[config.mk]
export PLATFORM = sky130hd
export DESIGN_NAME = time_of_day_spec_parser
export DESIGN_NICKNAME = d
export VERILOG_FILES = /design/src/hw/rtl/tods_pkg.sv /design/src/hw/rtl/tods_step.sv /design/src/hw/rtl/time_of_day_spec_parser.sv
export SDC_FILE = /design/constraint.sdc
export NUM_CORES = 1
export LEC_CHECK = 0
export BUFFER_PORTS_ARGS = -buffer_cell sky130_fd_sc_hd__buf_2
export CAP_MARGIN = 10
export CORE_UTILIZATION = 40
export CTS_CLUSTER_SIZE = 40
export DETAILED_ROUTE_END_ITERATION = 12
export PLACE_DENSITY = 0.64
export REMOVE_ABC_BUFFERS = 1
export SETUP_SLACK_MARGIN = 0.05
export SLEW_MARGIN = 20
export SYNTH_ARGS = -nofsm -noshare
export SYNTH_HDL_FRONTEND = slang
export SYNTH_SLANG_ARGS = --single-unit
export TNS_END_PERCENT = 1
[constraint.sdc]
create_clock -name clk -period 11.03 [get_ports clk]
set_clock_uncertainty 0.1 [all_clocks]
set_input_delay 0 -clock clk [delete_from_list [all_inputs] [get_ports clk]]
set_output_delay 0 -clock clk [all_outputs]
set_load 0.02 [all_outputs]
[src/hw/rtl/tods_pkg.sv]
package tods_pkg;

	typedef enum logic [1:0] {
		FIELD_HOUR,
		FIELD_MIN,
		FIELD_SEC,
		FIELD_NONE
	} field_t;

	typedef enum logic [1:0] {
		REL_NONE,
		REL_PLUS,
		REL_MINUS
	} rel_t;

	typedef struct packed {
		logic [7:0] char_code;
		logic       last_char;
		logic [4:0] now_hour;
		logic [5:0] now_minute;
		logic [5:0] now_second;
	} char_item_t;

	typedef struct packed {
		logic [7:0] hour_out;
		logic [7:0] minute_out;
		logic [7:0] second_out;
		logic       parse_error;
	} result_item_t;

	typedef struct packed {
		field_t     field_select;
		logic [7:0] value_accum;
		logic       value_empty;
		rel_t       relative_mode;
		logic [5:0] offset_accum;
		logic [7:0] hour_reg;
		logic [7:0] minute_reg;
		logic [7:0] second_reg;
		logic       error_seen;
	} parse_state_t;

	localparam parse_state_t STATE_RESET = '{
		field_select:  FIELD_HOUR,
		value_accum:   8'd0,
		value_empty:   1'b1,
		relative_mode: REL_NONE,
		offset_accum:  6'd0,
		hour_reg:      8'd0,
		minute_reg:    8'd0,
		second_reg:    8'd0,
		error_seen:    1'b0
	};

	localparam logic [7:0] CHAR_ZERO  = 8'h30;
	localparam logic [7:0] CHAR_NINE  = 8'h39;
	localparam logic [7:0] CHAR_COLON = 8'h3A;
	localparam logic [7:0] CHAR_SLASH = 8'h2F;
	localparam logic [7:0] CHAR_PLUS  = 8'h2B;
	localparam logic [7:0] CHAR_MINUS = 8'h2D;

	localparam logic [6:0]  HOUR_MOD   = 7'd24;
	localparam logic [6:0]  MIN_MOD    = 7'd60;
	localparam logic [11:0] VALUE_MAX  = 12'd255;
	localparam logic [9:0]  OFFSET_MAX = 10'd63;

endpackage

[src/hw/rtl/tods_step.sv]
module tods_step import tods_pkg::*; (
	input  parse_state_t cur,
	input  char_item_t   item,
	output parse_state_t nxt,
	output result_item_t result
);

	// Closes the field in progress and moves on to the next one.
	function automatic parse_state_t commit(parse_state_t s, char_item_t it);
		parse_state_t r;
		logic [6:0]   now;
		logic [6:0]   modv;
		logic [6:0]   n;
		logic [6:0]   d;
		logic [6:0]   sum;
		logic [7:0]   v;
		r = s;
		case (s.field_select)
			FIELD_HOUR: now = {2'b00, it.now_hour};
			FIELD_MIN:  now = {1'b0, it.now_minute};
			FIELD_SEC:  now = {1'b0, it.now_second};
			default:    now = 7'd0;
		endcase
		modv = (s.field_select == FIELD_HOUR) ? HOUR_MOD : MIN_MOD;
		n = now;
		if (n >= modv) n = n - modv;
		d = {1'b0, s.offset_accum};
		if (d >= modv) d = d - modv;
		if (d >= modv) d = d - modv;
		if (s.relative_mode == REL_PLUS) sum = n + d;
		else sum = n + modv - d;
		if (sum >= modv) sum = sum - modv;
		if (s.relative_mode != REL_NONE) v = {1'b0, sum};
		else if (s.value_empty) v = {1'b0, now};
		else v = s.value_accum;
		case (s.field_select)
			FIELD_HOUR: begin
				r.hour_reg = v;
				r.field_select = FIELD_MIN;
			end
			FIELD_MIN: begin
				r.minute_reg = v;
				r.field_select = FIELD_SEC;
			end
			FIELD_SEC: begin
				r.second_reg = v;
				r.field_select = FIELD_NONE;
			end
			default: r.field_select = FIELD_NONE;
		endcase
		r.value_accum = 8'd0;
		r.value_empty = 1'b1;
		r.relative_mode = REL_NONE;
		r.offset_accum = 6'd0;
		return r;
	endfunction

	parse_state_t s1;
	parse_state_t s2;
	logic [3:0]   digit;
	logic [11:0]  value_calc;
	logic [9:0]   offset_calc;

	assign digit = 4'(item.char_code - CHAR_ZERO);
	assign value_calc = 12'(cur.value_accum) * 12'd10 + 12'(digit);
	assign offset_calc = 10'(cur.offset_accum) * 10'd10 + 10'(digit);

	always_comb begin
		s1 = cur;
		if (item.char_code >= CHAR_ZERO && item.char_code <= CHAR_NINE) begin
			if (cur.relative_mode != REL_NONE) begin
				s1.offset_accum = (offset_calc > OFFSET_MAX) ? 6'(OFFSET_MAX)
					: offset_calc[5:0];
			end else begin
				s1.value_accum = (value_calc > VALUE_MAX) ? 8'(VALUE_MAX) : value_calc[7:0];
				s1.value_empty = 1'b0;
			end
		end else if (item.char_code == CHAR_COLON || item.char_code == CHAR_SLASH) begin
			s1 = commit(cur, item);
		end else if (item.char_code == CHAR_PLUS || item.char_code == CHAR_MINUS) begin
			if (cur.relative_mode != REL_NONE) begin
				s1.error_seen = 1'b1;
			end else begin
				s1.relative_mode = (item.char_code == CHAR_PLUS) ? REL_PLUS : REL_MINUS;
				s1.offset_accum = 6'd0;
				s1.value_accum = 8'd0;
				s1.value_empty = 1'b1;
			end
		end else begin
			s1.error_seen = 1'b1;
		end

		// On the last character the open field is closed and unfilled ones read as zero.
		s2 = commit(s1, item);
		case (s1.field_select)
			FIELD_HOUR: begin
				s2.minute_reg = 8'd0;
				s2.second_reg = 8'd0;
			end
			FIELD_MIN: s2.second_reg = 8'd0;
			default: ;
		endcase

		if (s2.error_seen) begin
			result = '{hour_out: 8'd0, minute_out: 8'd0, second_out: 8'd0, parse_error: 1'b1};
		end else begin
			result = '{hour_out: s2.hour_reg, minute_out: s2.minute_reg,
				second_out: s2.second_reg, parse_error: 1'b0};
		end

		nxt = item.last_char ? STATE_RESET : s1;
	end

endmodule

[src/hw/rtl/time_of_day_spec_parser.sv]
// Channel  | Direction | Payload        | Handshake
// char     | in        | char_item_t    | char_valid / char_stall
// result   | out       | result_item_t  | result_valid / result_stall
//
// One character is taken per cycle unless a stalled result holds back a last character; a
// result is loaded into the result register when its last character leaves the input register.
// The input register feeds the parse logic, which updates the field state and, on the
// last character, loads the result register.
// Reset returns the parser to the start of a specification with no result pending.
// A stalled result holds back only a last character; other characters keep flowing.
module time_of_day_spec_parser import tods_pkg::*; (
	input  logic         clk,
	input  logic         arst_n,
	input  logic         char_valid,
	output logic         char_stall,
	input  char_item_t   char_data,
	output logic         result_valid,
	input  logic         result_stall,
	output result_item_t result_data
);

	logic         valid_s1;
	char_item_t   item_s1;
	parse_state_t state_q;
	parse_state_t state_nxt;
	result_item_t step_result;
	logic         result_valid_q;
	result_item_t result_q;
	logic         step_en;

	tods_step u_step (
		.cur    (state_q),
		.item   (item_s1),
		.nxt    (state_nxt),
		.result (step_result)
	);

	assign step_en = valid_s1 && (!item_s1.last_char || !result_valid_q || !result_stall);
	assign char_stall = valid_s1 && !step_en;

	always_ff @(posedge clk or negedge arst_n) begin
		if (!arst_n) begin
			valid_s1 <= 1'b0;
		end else if (char_valid && !char_stall) begin
			valid_s1 <= 1'b1;
		end else if (step_en) begin
			valid_s1 <= 1'b0;
		end
	end

	always_ff @(posedge clk) begin
		if (char_valid && !char_stall) begin
			item_s1 <= char_data;
		end
	end

	always_ff @(posedge clk or negedge arst_n) begin
		if (!arst_n) begin
			state_q <= STATE_RESET;
		end else if (step_en) begin
			state_q <= state_nxt;
		end
	end

	always_ff @(posedge clk or negedge arst_n) begin
		if (!arst_n) begin
			result_valid_q <= 1'b0;
		end else if (step_en && item_s1.last_char) begin
			result_valid_q <= 1'b1;
		end else if (!result_stall) begin
			result_valid_q <= 1'b0;
		end
	end

	always_ff @(posedge clk) begin
		if (step_en && item_s1.last_char) begin
			result_q <= step_result;
		end
	end

	assign result_valid = result_valid_q;
	assign result_data = result_q;

endmodule

==> results.cfg, run 1 <==
[synth]
ys_top_cells_by_count = 115 x nand2_1, 79 x ha_1, 78 x o21ai_0, 71 x nor2_1, 68 x inv_1
syn_area_sq_um = 8820
synthCells = 1026
synthArstFlopShare_pct = 47.4
synth-main-ff-cell = edfxtp_1
yosys.area.top_type_share_pct = 17.4
synth_cell_types = 86
synth-seq-cells = 97
ys_seq_area_share_pct = 30.4
avgSynthCellArea_sq_um = 8.60
synth_top_cell_by_area = edfxtp_1
yosysMostFrequentCell = nand2_1
synthTopCellsByArea = edfxtp_1 17%, dfrtp_1 13%, ha_1 11%, nand2_1 4.9%, o21ai_0 4.4%
yosysWarnings = 0
synth_edf_count = 51

[finish]
layout-drive-gt1-share_pct = 10.3
design_area_sq_um = 9930
syn_to_final_growth_pct = 12.5
final_core_util_pct = 46.5
finalNonFillerCells = 1362
nets = 1202
fill_cells = 2040
diodes = 0

[cts]
h-tree-depth = 3
clk_pin_slew_ns = 0.08
cts_buffers = 9
clkLatencyLatePin_ns = 0.36
clock_path_buffers = 2
cts_sinks = 97
root_buffer = clkbuf_16
ctsResizeCount = 0
cts_tree = built

[setup_path]
slowest_stage = dfrtp_1
required_ns = 11.14
crit_top_cell = ha_1
crit_arrival_ns = 8.94
cp_max_fo = 11
start_kind = register
endpoint_kind = register
crit_path_max_incr_delay_ns = 0.55
critPathKind = register to register

[power]
clock_power_share_pct = 32.3
p_switching_uw = 351
switching_share_pct = 33.4
cellPowerDensity_nw_per_um2 = 106
peakVddDrop_mv = 0.0789
leakage_uw = 0.00419
seqPwrFrac_pct = 40.5
p_int_uw = 700
combPwrFrac_pct = 27.3

[placement]
io_buffers = 56
dp_hpwl_um = 18500
globalplace.congestion = 0.869
post_dp_cell_area_sq_um = 9310
place_inst = 1316

[detailed_routing]
drt-initial-drc-count = 743
routed_via_density = 5.88
antenna_left = 0
firstDrtPassIters = 5
post_drt_wl_per_cell_um = 18.4
drc = 0
routed_wl_um = 25100
vias = 8015

[die]
initial_core_util_pct = 41.3
num_rows = 53
io_pins = 57
die_width_um = 151
dieHeight_um = 151
dieArea_sq_um = 22700
coreArea_sq_um = 21400

[grt]
grt_util_all_layers_pct = 23.2
grt_max_degree = 50
grt_overflow_total = 0
grt_antenna_before_repair = 0
grt_pass1_vias = 7593
grt_pass1_wl_um = 40600

[sta]
hold_viol = 0
worst_hold_slack_ns = 0.187
max_clock_freq_mhz = 113
drv_slew = 0
final.min_clock_period_ns = 8.82
rsz0062_at_grt = no
fin_setup_tns_ns = 0
relSlewSlack_pct = 36.2
tightest_slew_ns = 0.948
setup_viol_count_final = 0
period_share_pct = 80.0

[hold_path]
hold_path_class = input port to async pin

[job]
drv_cap = 0

[outcome]
status = complete, no violations
-- per-stage QoR --
| step | setup WS (ns) | total power (uW) |
|---|---|---|
| 2_1_floorplan | 3.21 | 628 |
| 3_3_place_gp | 2.48 | 700 |
| 3_5_place_dp | 2.33 | 703 |
| 4_1_cts | 2.26 | 1050 |
| 5_1_grt | 1.48 | 1100 |
| 6_report | 2.21 | 1050 |
-- cell families after synthesis --
| group | synth area share (%) |
|---|---|
| adders and majority gates | 13.7 |
| AOI/OAI and AO/OA | 24.6 |
| DFF | 30.4 |
| buffers and inverters | 5.25 |
| muxes | 3.93 |
| xor gates and xnor gates | 4.23 |
| and+or+nand+nor | 17.9 |
-- critical path: cells and delay by family, from the launching register on --
kind / cells / cell delay (ns)
simple gates: 5 / 1.59
xor+xnor: 3 / 0.71
fa+ha+maj: 8 / 2.76
flops: 1 / 0.55
mux: 1 / 0.29
buf+inv: 3 / 0.23
compound gates: 12 / 2.45
-- power by group through the flow --
stage / sequential, uW / clock, uW / combinational (uW)
2_1_floorplan: 431 / 0 / 197
3_3_place_gp: 432 / 0 / 268
3_5_place_dp: 432 / 0 / 271
4_1_cts: 424 / 344 / 282
5_1_grt: 428 / 357 / 319
6_report: 425 / 339 / 286
-- path summary, 6_finish.rpt --
check                               from               to  slack [ns]  cells after the start
min in group clk           char_data[24]      item_s1[24]        0.24                      2
setup / recovery             state_q[26]  result_data[23]        2.21                     32
max in group asynchronous         arst_n      state_q[43]       10.19                      3
setup reg to reg             state_q[26]  result_data[23]        2.21                     32
hold reg to reg              state_q[19]      state_q[19]        0.39                      2
hold / removal                    arst_n       state_q[4]        0.19                      3
-- timing repair --
action | in CTS | in global routing
buffers inserted | 0 | 0
hold endpoints to repair | 73 | 0
hold buffers | 30 | 0
-- cells in the final DEF, fill, tap and decap left out, types with 6 or more instances in the layout --
cell,n
a211oi_1,17
a21o_1,20
a21oi_1,67
a22o_1,10
a22oi_1,13
a31oi_1,12
and3_1,7
buf_2,56
buf_4,9
clkbuf_16,9
dfrtp_1,45
dlygate4sd3_1,30
edfxtp_1,51
fa_1,11
ha_1,79
inv_1,68
mux2i_1,29
nand2_1,115
nand2b_1,9
nand3_1,21
nand4_1,7
nor2_1,71
nor2b_1,16
nor3_1,19
nor3b_1,7
o211ai_1,15
o21a_1,7
o21ai_0,78
o221ai_1,6
o22ai_1,11
o31ai_1,6
or2_2,9
or3_1,10
xnor2_1,24
xor2_1,16
-- metal layers --
layer | share of wire [%] | GRT usage [%] | vias up | wire [um]
li1 | - | - | 3890 | -
met1 | 46 | 32.2 | 3776 | 11600
met2 | 45 | 35.8 | 312 | 11200
met3 | 7.0 | 5.15 | 37 | 1750
met4 | 2.1 | 7.07 | 0 | 521
met5 | 0 | 0 | - | 0
-- sequential cells by signal (all words and copies together) (netlist names) --
signal	flops
item_s1	26
result_data	25
valid_s1	1
result_valid	1
state_q	44
-- cell type report --
class	count	area, sq um	area share, %
Clock inverter	7	90.1	0.907
Inverter	69	259	2.61
Clock buffer	9	225	2.27
Sequential cell	97	2680	27.0
Multi-Input combinational cell	810	5680	57.2
Timing Repair Buffer	95	648	6.53
Tap cell	275	344	3.47
Note: power is estimated with default switching activity, not from simulation.
==> run 2, diff against run 1 <==
--- a/config.mk
+++ b/config.mk
@@ -10,7 +10,7 @@
 export CORE_UTILIZATION = 40
 export CTS_CLUSTER_SIZE = 40
 export DETAILED_ROUTE_END_ITERATION = 12
-export PLACE_DENSITY = 0.64
+export PLACE_DENSITY = 0.66
 export REMOVE_ABC_BUFFERS = 1
 export SETUP_SLACK_MARGIN = 0.05
 export SLEW_MARGIN = 20
==> constraint.sdc (replaced) <==
create_clock -name clk -period 7.2 [get_ports clk]
set_clock_uncertainty 0.1 [all_clocks]
set_input_delay 0 -clock clk [delete_from_list [all_inputs] [get_ports clk]]
set_output_delay 0 -clock clk [all_outputs]
set_load 0.02 [all_outputs]
==> results.cfg, run 2 (synthesis results as in run 1) <==
[finish]
top_register = state_q
syn_to_final_growth_pct = 23.0
final_core_util_pct = 50.8
largest_register_ffs = 44
nets = 1301
layout-drive-gt1-share_pct = 20.3
diodes = 0
final_cell_mix = 114 x nand2_1, 105 x buf_4, 74 x ha_1, 73 x o21ai_0, 70 x nor2_1
finalNonFillerCells = 1461
design_area_sq_um = 10900
layout_commonest_cell = nand2_1

[sta]
period_share_pct = 102
fin_ws_ns = -0.121
final.min_clock_period_ns = 7.32
relSlewSlack_pct = 35.8
hold_viol = 0
max_clock_freq_mhz = 137
rsz0062_at_grt = yes
drv_slew = 0
tightest_slew_ns = 0.953
setup_viol_count_final = 5

[placement]
dp_hpwl_um = 19400
globalplace.congestion = 0.925
post_dp_cell_area_sq_um = 9980
pre_cts_ws_ns = -0.509
place_inst = 1405
io_buffers = 56

[outcome]
status = finished with violations
failed_checks = negative setup slack

[die]
coreArea_sq_um = 21400
num_rows = 53
io_pins = 57
dieHeight_um = 151
initial_core_util_pct = 41.3
dieArea_sq_um = 22700
die_width_um = 151

[cts]
clkLatencyLatePin_ns = 0.36
cts_tree = built
h-tree-depth = 3
clk_pin_slew_ns = 0.07
cts_buffers = 9
root_buffer = clkbuf_16
clock_path_buffers = 2
cts_sinks = 97

[setup_path]
cp_max_fo = 3
crit_arrival_ns = 7.43
crit_path_max_incr_delay_ns = 0.49
r2r_end = result_data[7]
r2r-start = state_q[28]
critPathKind = register to register
reg2reg_depth = 32
endpoint_kind = register
slowest_stage = or4b_4
required_ns = 7.31
r2r_slack_ns = -0.12
start_kind = register
crit_top_cell = ha_1

[power]
leakage_uw = 0.00472
cellPowerDensity_nw_per_um2 = 153
peakVddDrop_mv = 0.109
power_uw = 1660

[detailed_routing]
post_drt_wl_per_cell_um = 17.5
routed_wl_um = 25600
drt-initial-drc-count = 696
vias = 8431
routed_via_density = 5.77
drc = 0
firstDrtPassIters = 6
antenna_left = 0

[grt]
grt_pass1_vias = 7964
grt_overflow_total = 0
grt_pass1_wl_um = 41400
grt_max_degree = 50
grt_util_all_layers_pct = 23.4
grt_antenna_before_repair = 0

[job]
drv_cap = 0

[hold_path]
hold_path_class = input port to async pin
## run 2: changes by cell type in the layout (fill, tap and decap cells not counted), moves of 3 or more
cell,delta
o21ai_0,-5
buf_4,+96
ha_1,-5
inv_1,-3
ha_4,+4
buf_6,+3
a21oi_1,-6
inv_2,+3
o21ai_1,+3
a21oi_2,+6
## run 2: worst max-delay path by stage
stage / from / end / slack, ns / cells past startpoint
global placement: state_q[26] / result_data[23] / -0.27 / 32
CTS: state_q[28] / result_data[23] / -0.01 / 33
floorplan: state_q[26] / result_data[23] / -0.62 / 32
finish: state_q[28] / result_data[7] / -0.12 / 32
global route: state_q[28] / result_data[15] / -0.53 / 32
detailed placement: state_q[26] / result_data[23] / -0.51 / 32
## run 2: layout make-up
type,instances,area (sq um)
fill,1963,10500
multi-input combinational,810,5860
sequential,97,2680
timing repair buffer,194,1400
tap,275,344
inverter,69,259
clock buffer,9,225
clock inverter,7,82.6
## run 2: report_power, final
part | internal, uW | total [uW] | switching [uW]
Combinational | 224 | 505 | 282
Clock | 276 | 507 | 231
Sequential | 619 | 646 | 27.0
Total | 1120 | 1660 | 540
## run 2: metrics by stage
step | TNS [ns] | hold WS [ns]
after floorplan | -7.54 | -0.396
after global placement | -2.53 | 0.0412
after detailed placement | -5.82 | 0.0456
after CTS | -0.0239 | 0.201
after global routing | -6.34 | 0.249
final | -0.476 | 0.189
## run 2: layer usage
metal  up-vias  wire [um]  GRT usage (%)
met5         -          0              0
met4         0        697           8.13
met3        48       1820           3.58
met2       313      11600           37.5
met1      3972      11500           32.1
li1       4098          -              -
## run 2: worst max-delay path: cells and delay by family (launching register included)
kind	cells	cell delay, ns
flip-flops	1	0.38
AO/OA/AOI/OAI	13	2.62
XOR/XNOR	3	0.46
AND/OR/NAND/NOR	6	1.19
buffers and inverters	2	0.09
adder cells (fa/ha/maj)	8	2.32
## run 2: what timing repair did
action,4_1_cts,5_1_grt
pin swaps,30,19
setup endpoints to repair,15,24
setup buffers,9,1
hold buffers,30,0
gates cloned,0,0
hold endpoints to repair,73,0
gates resized for setup,25,18
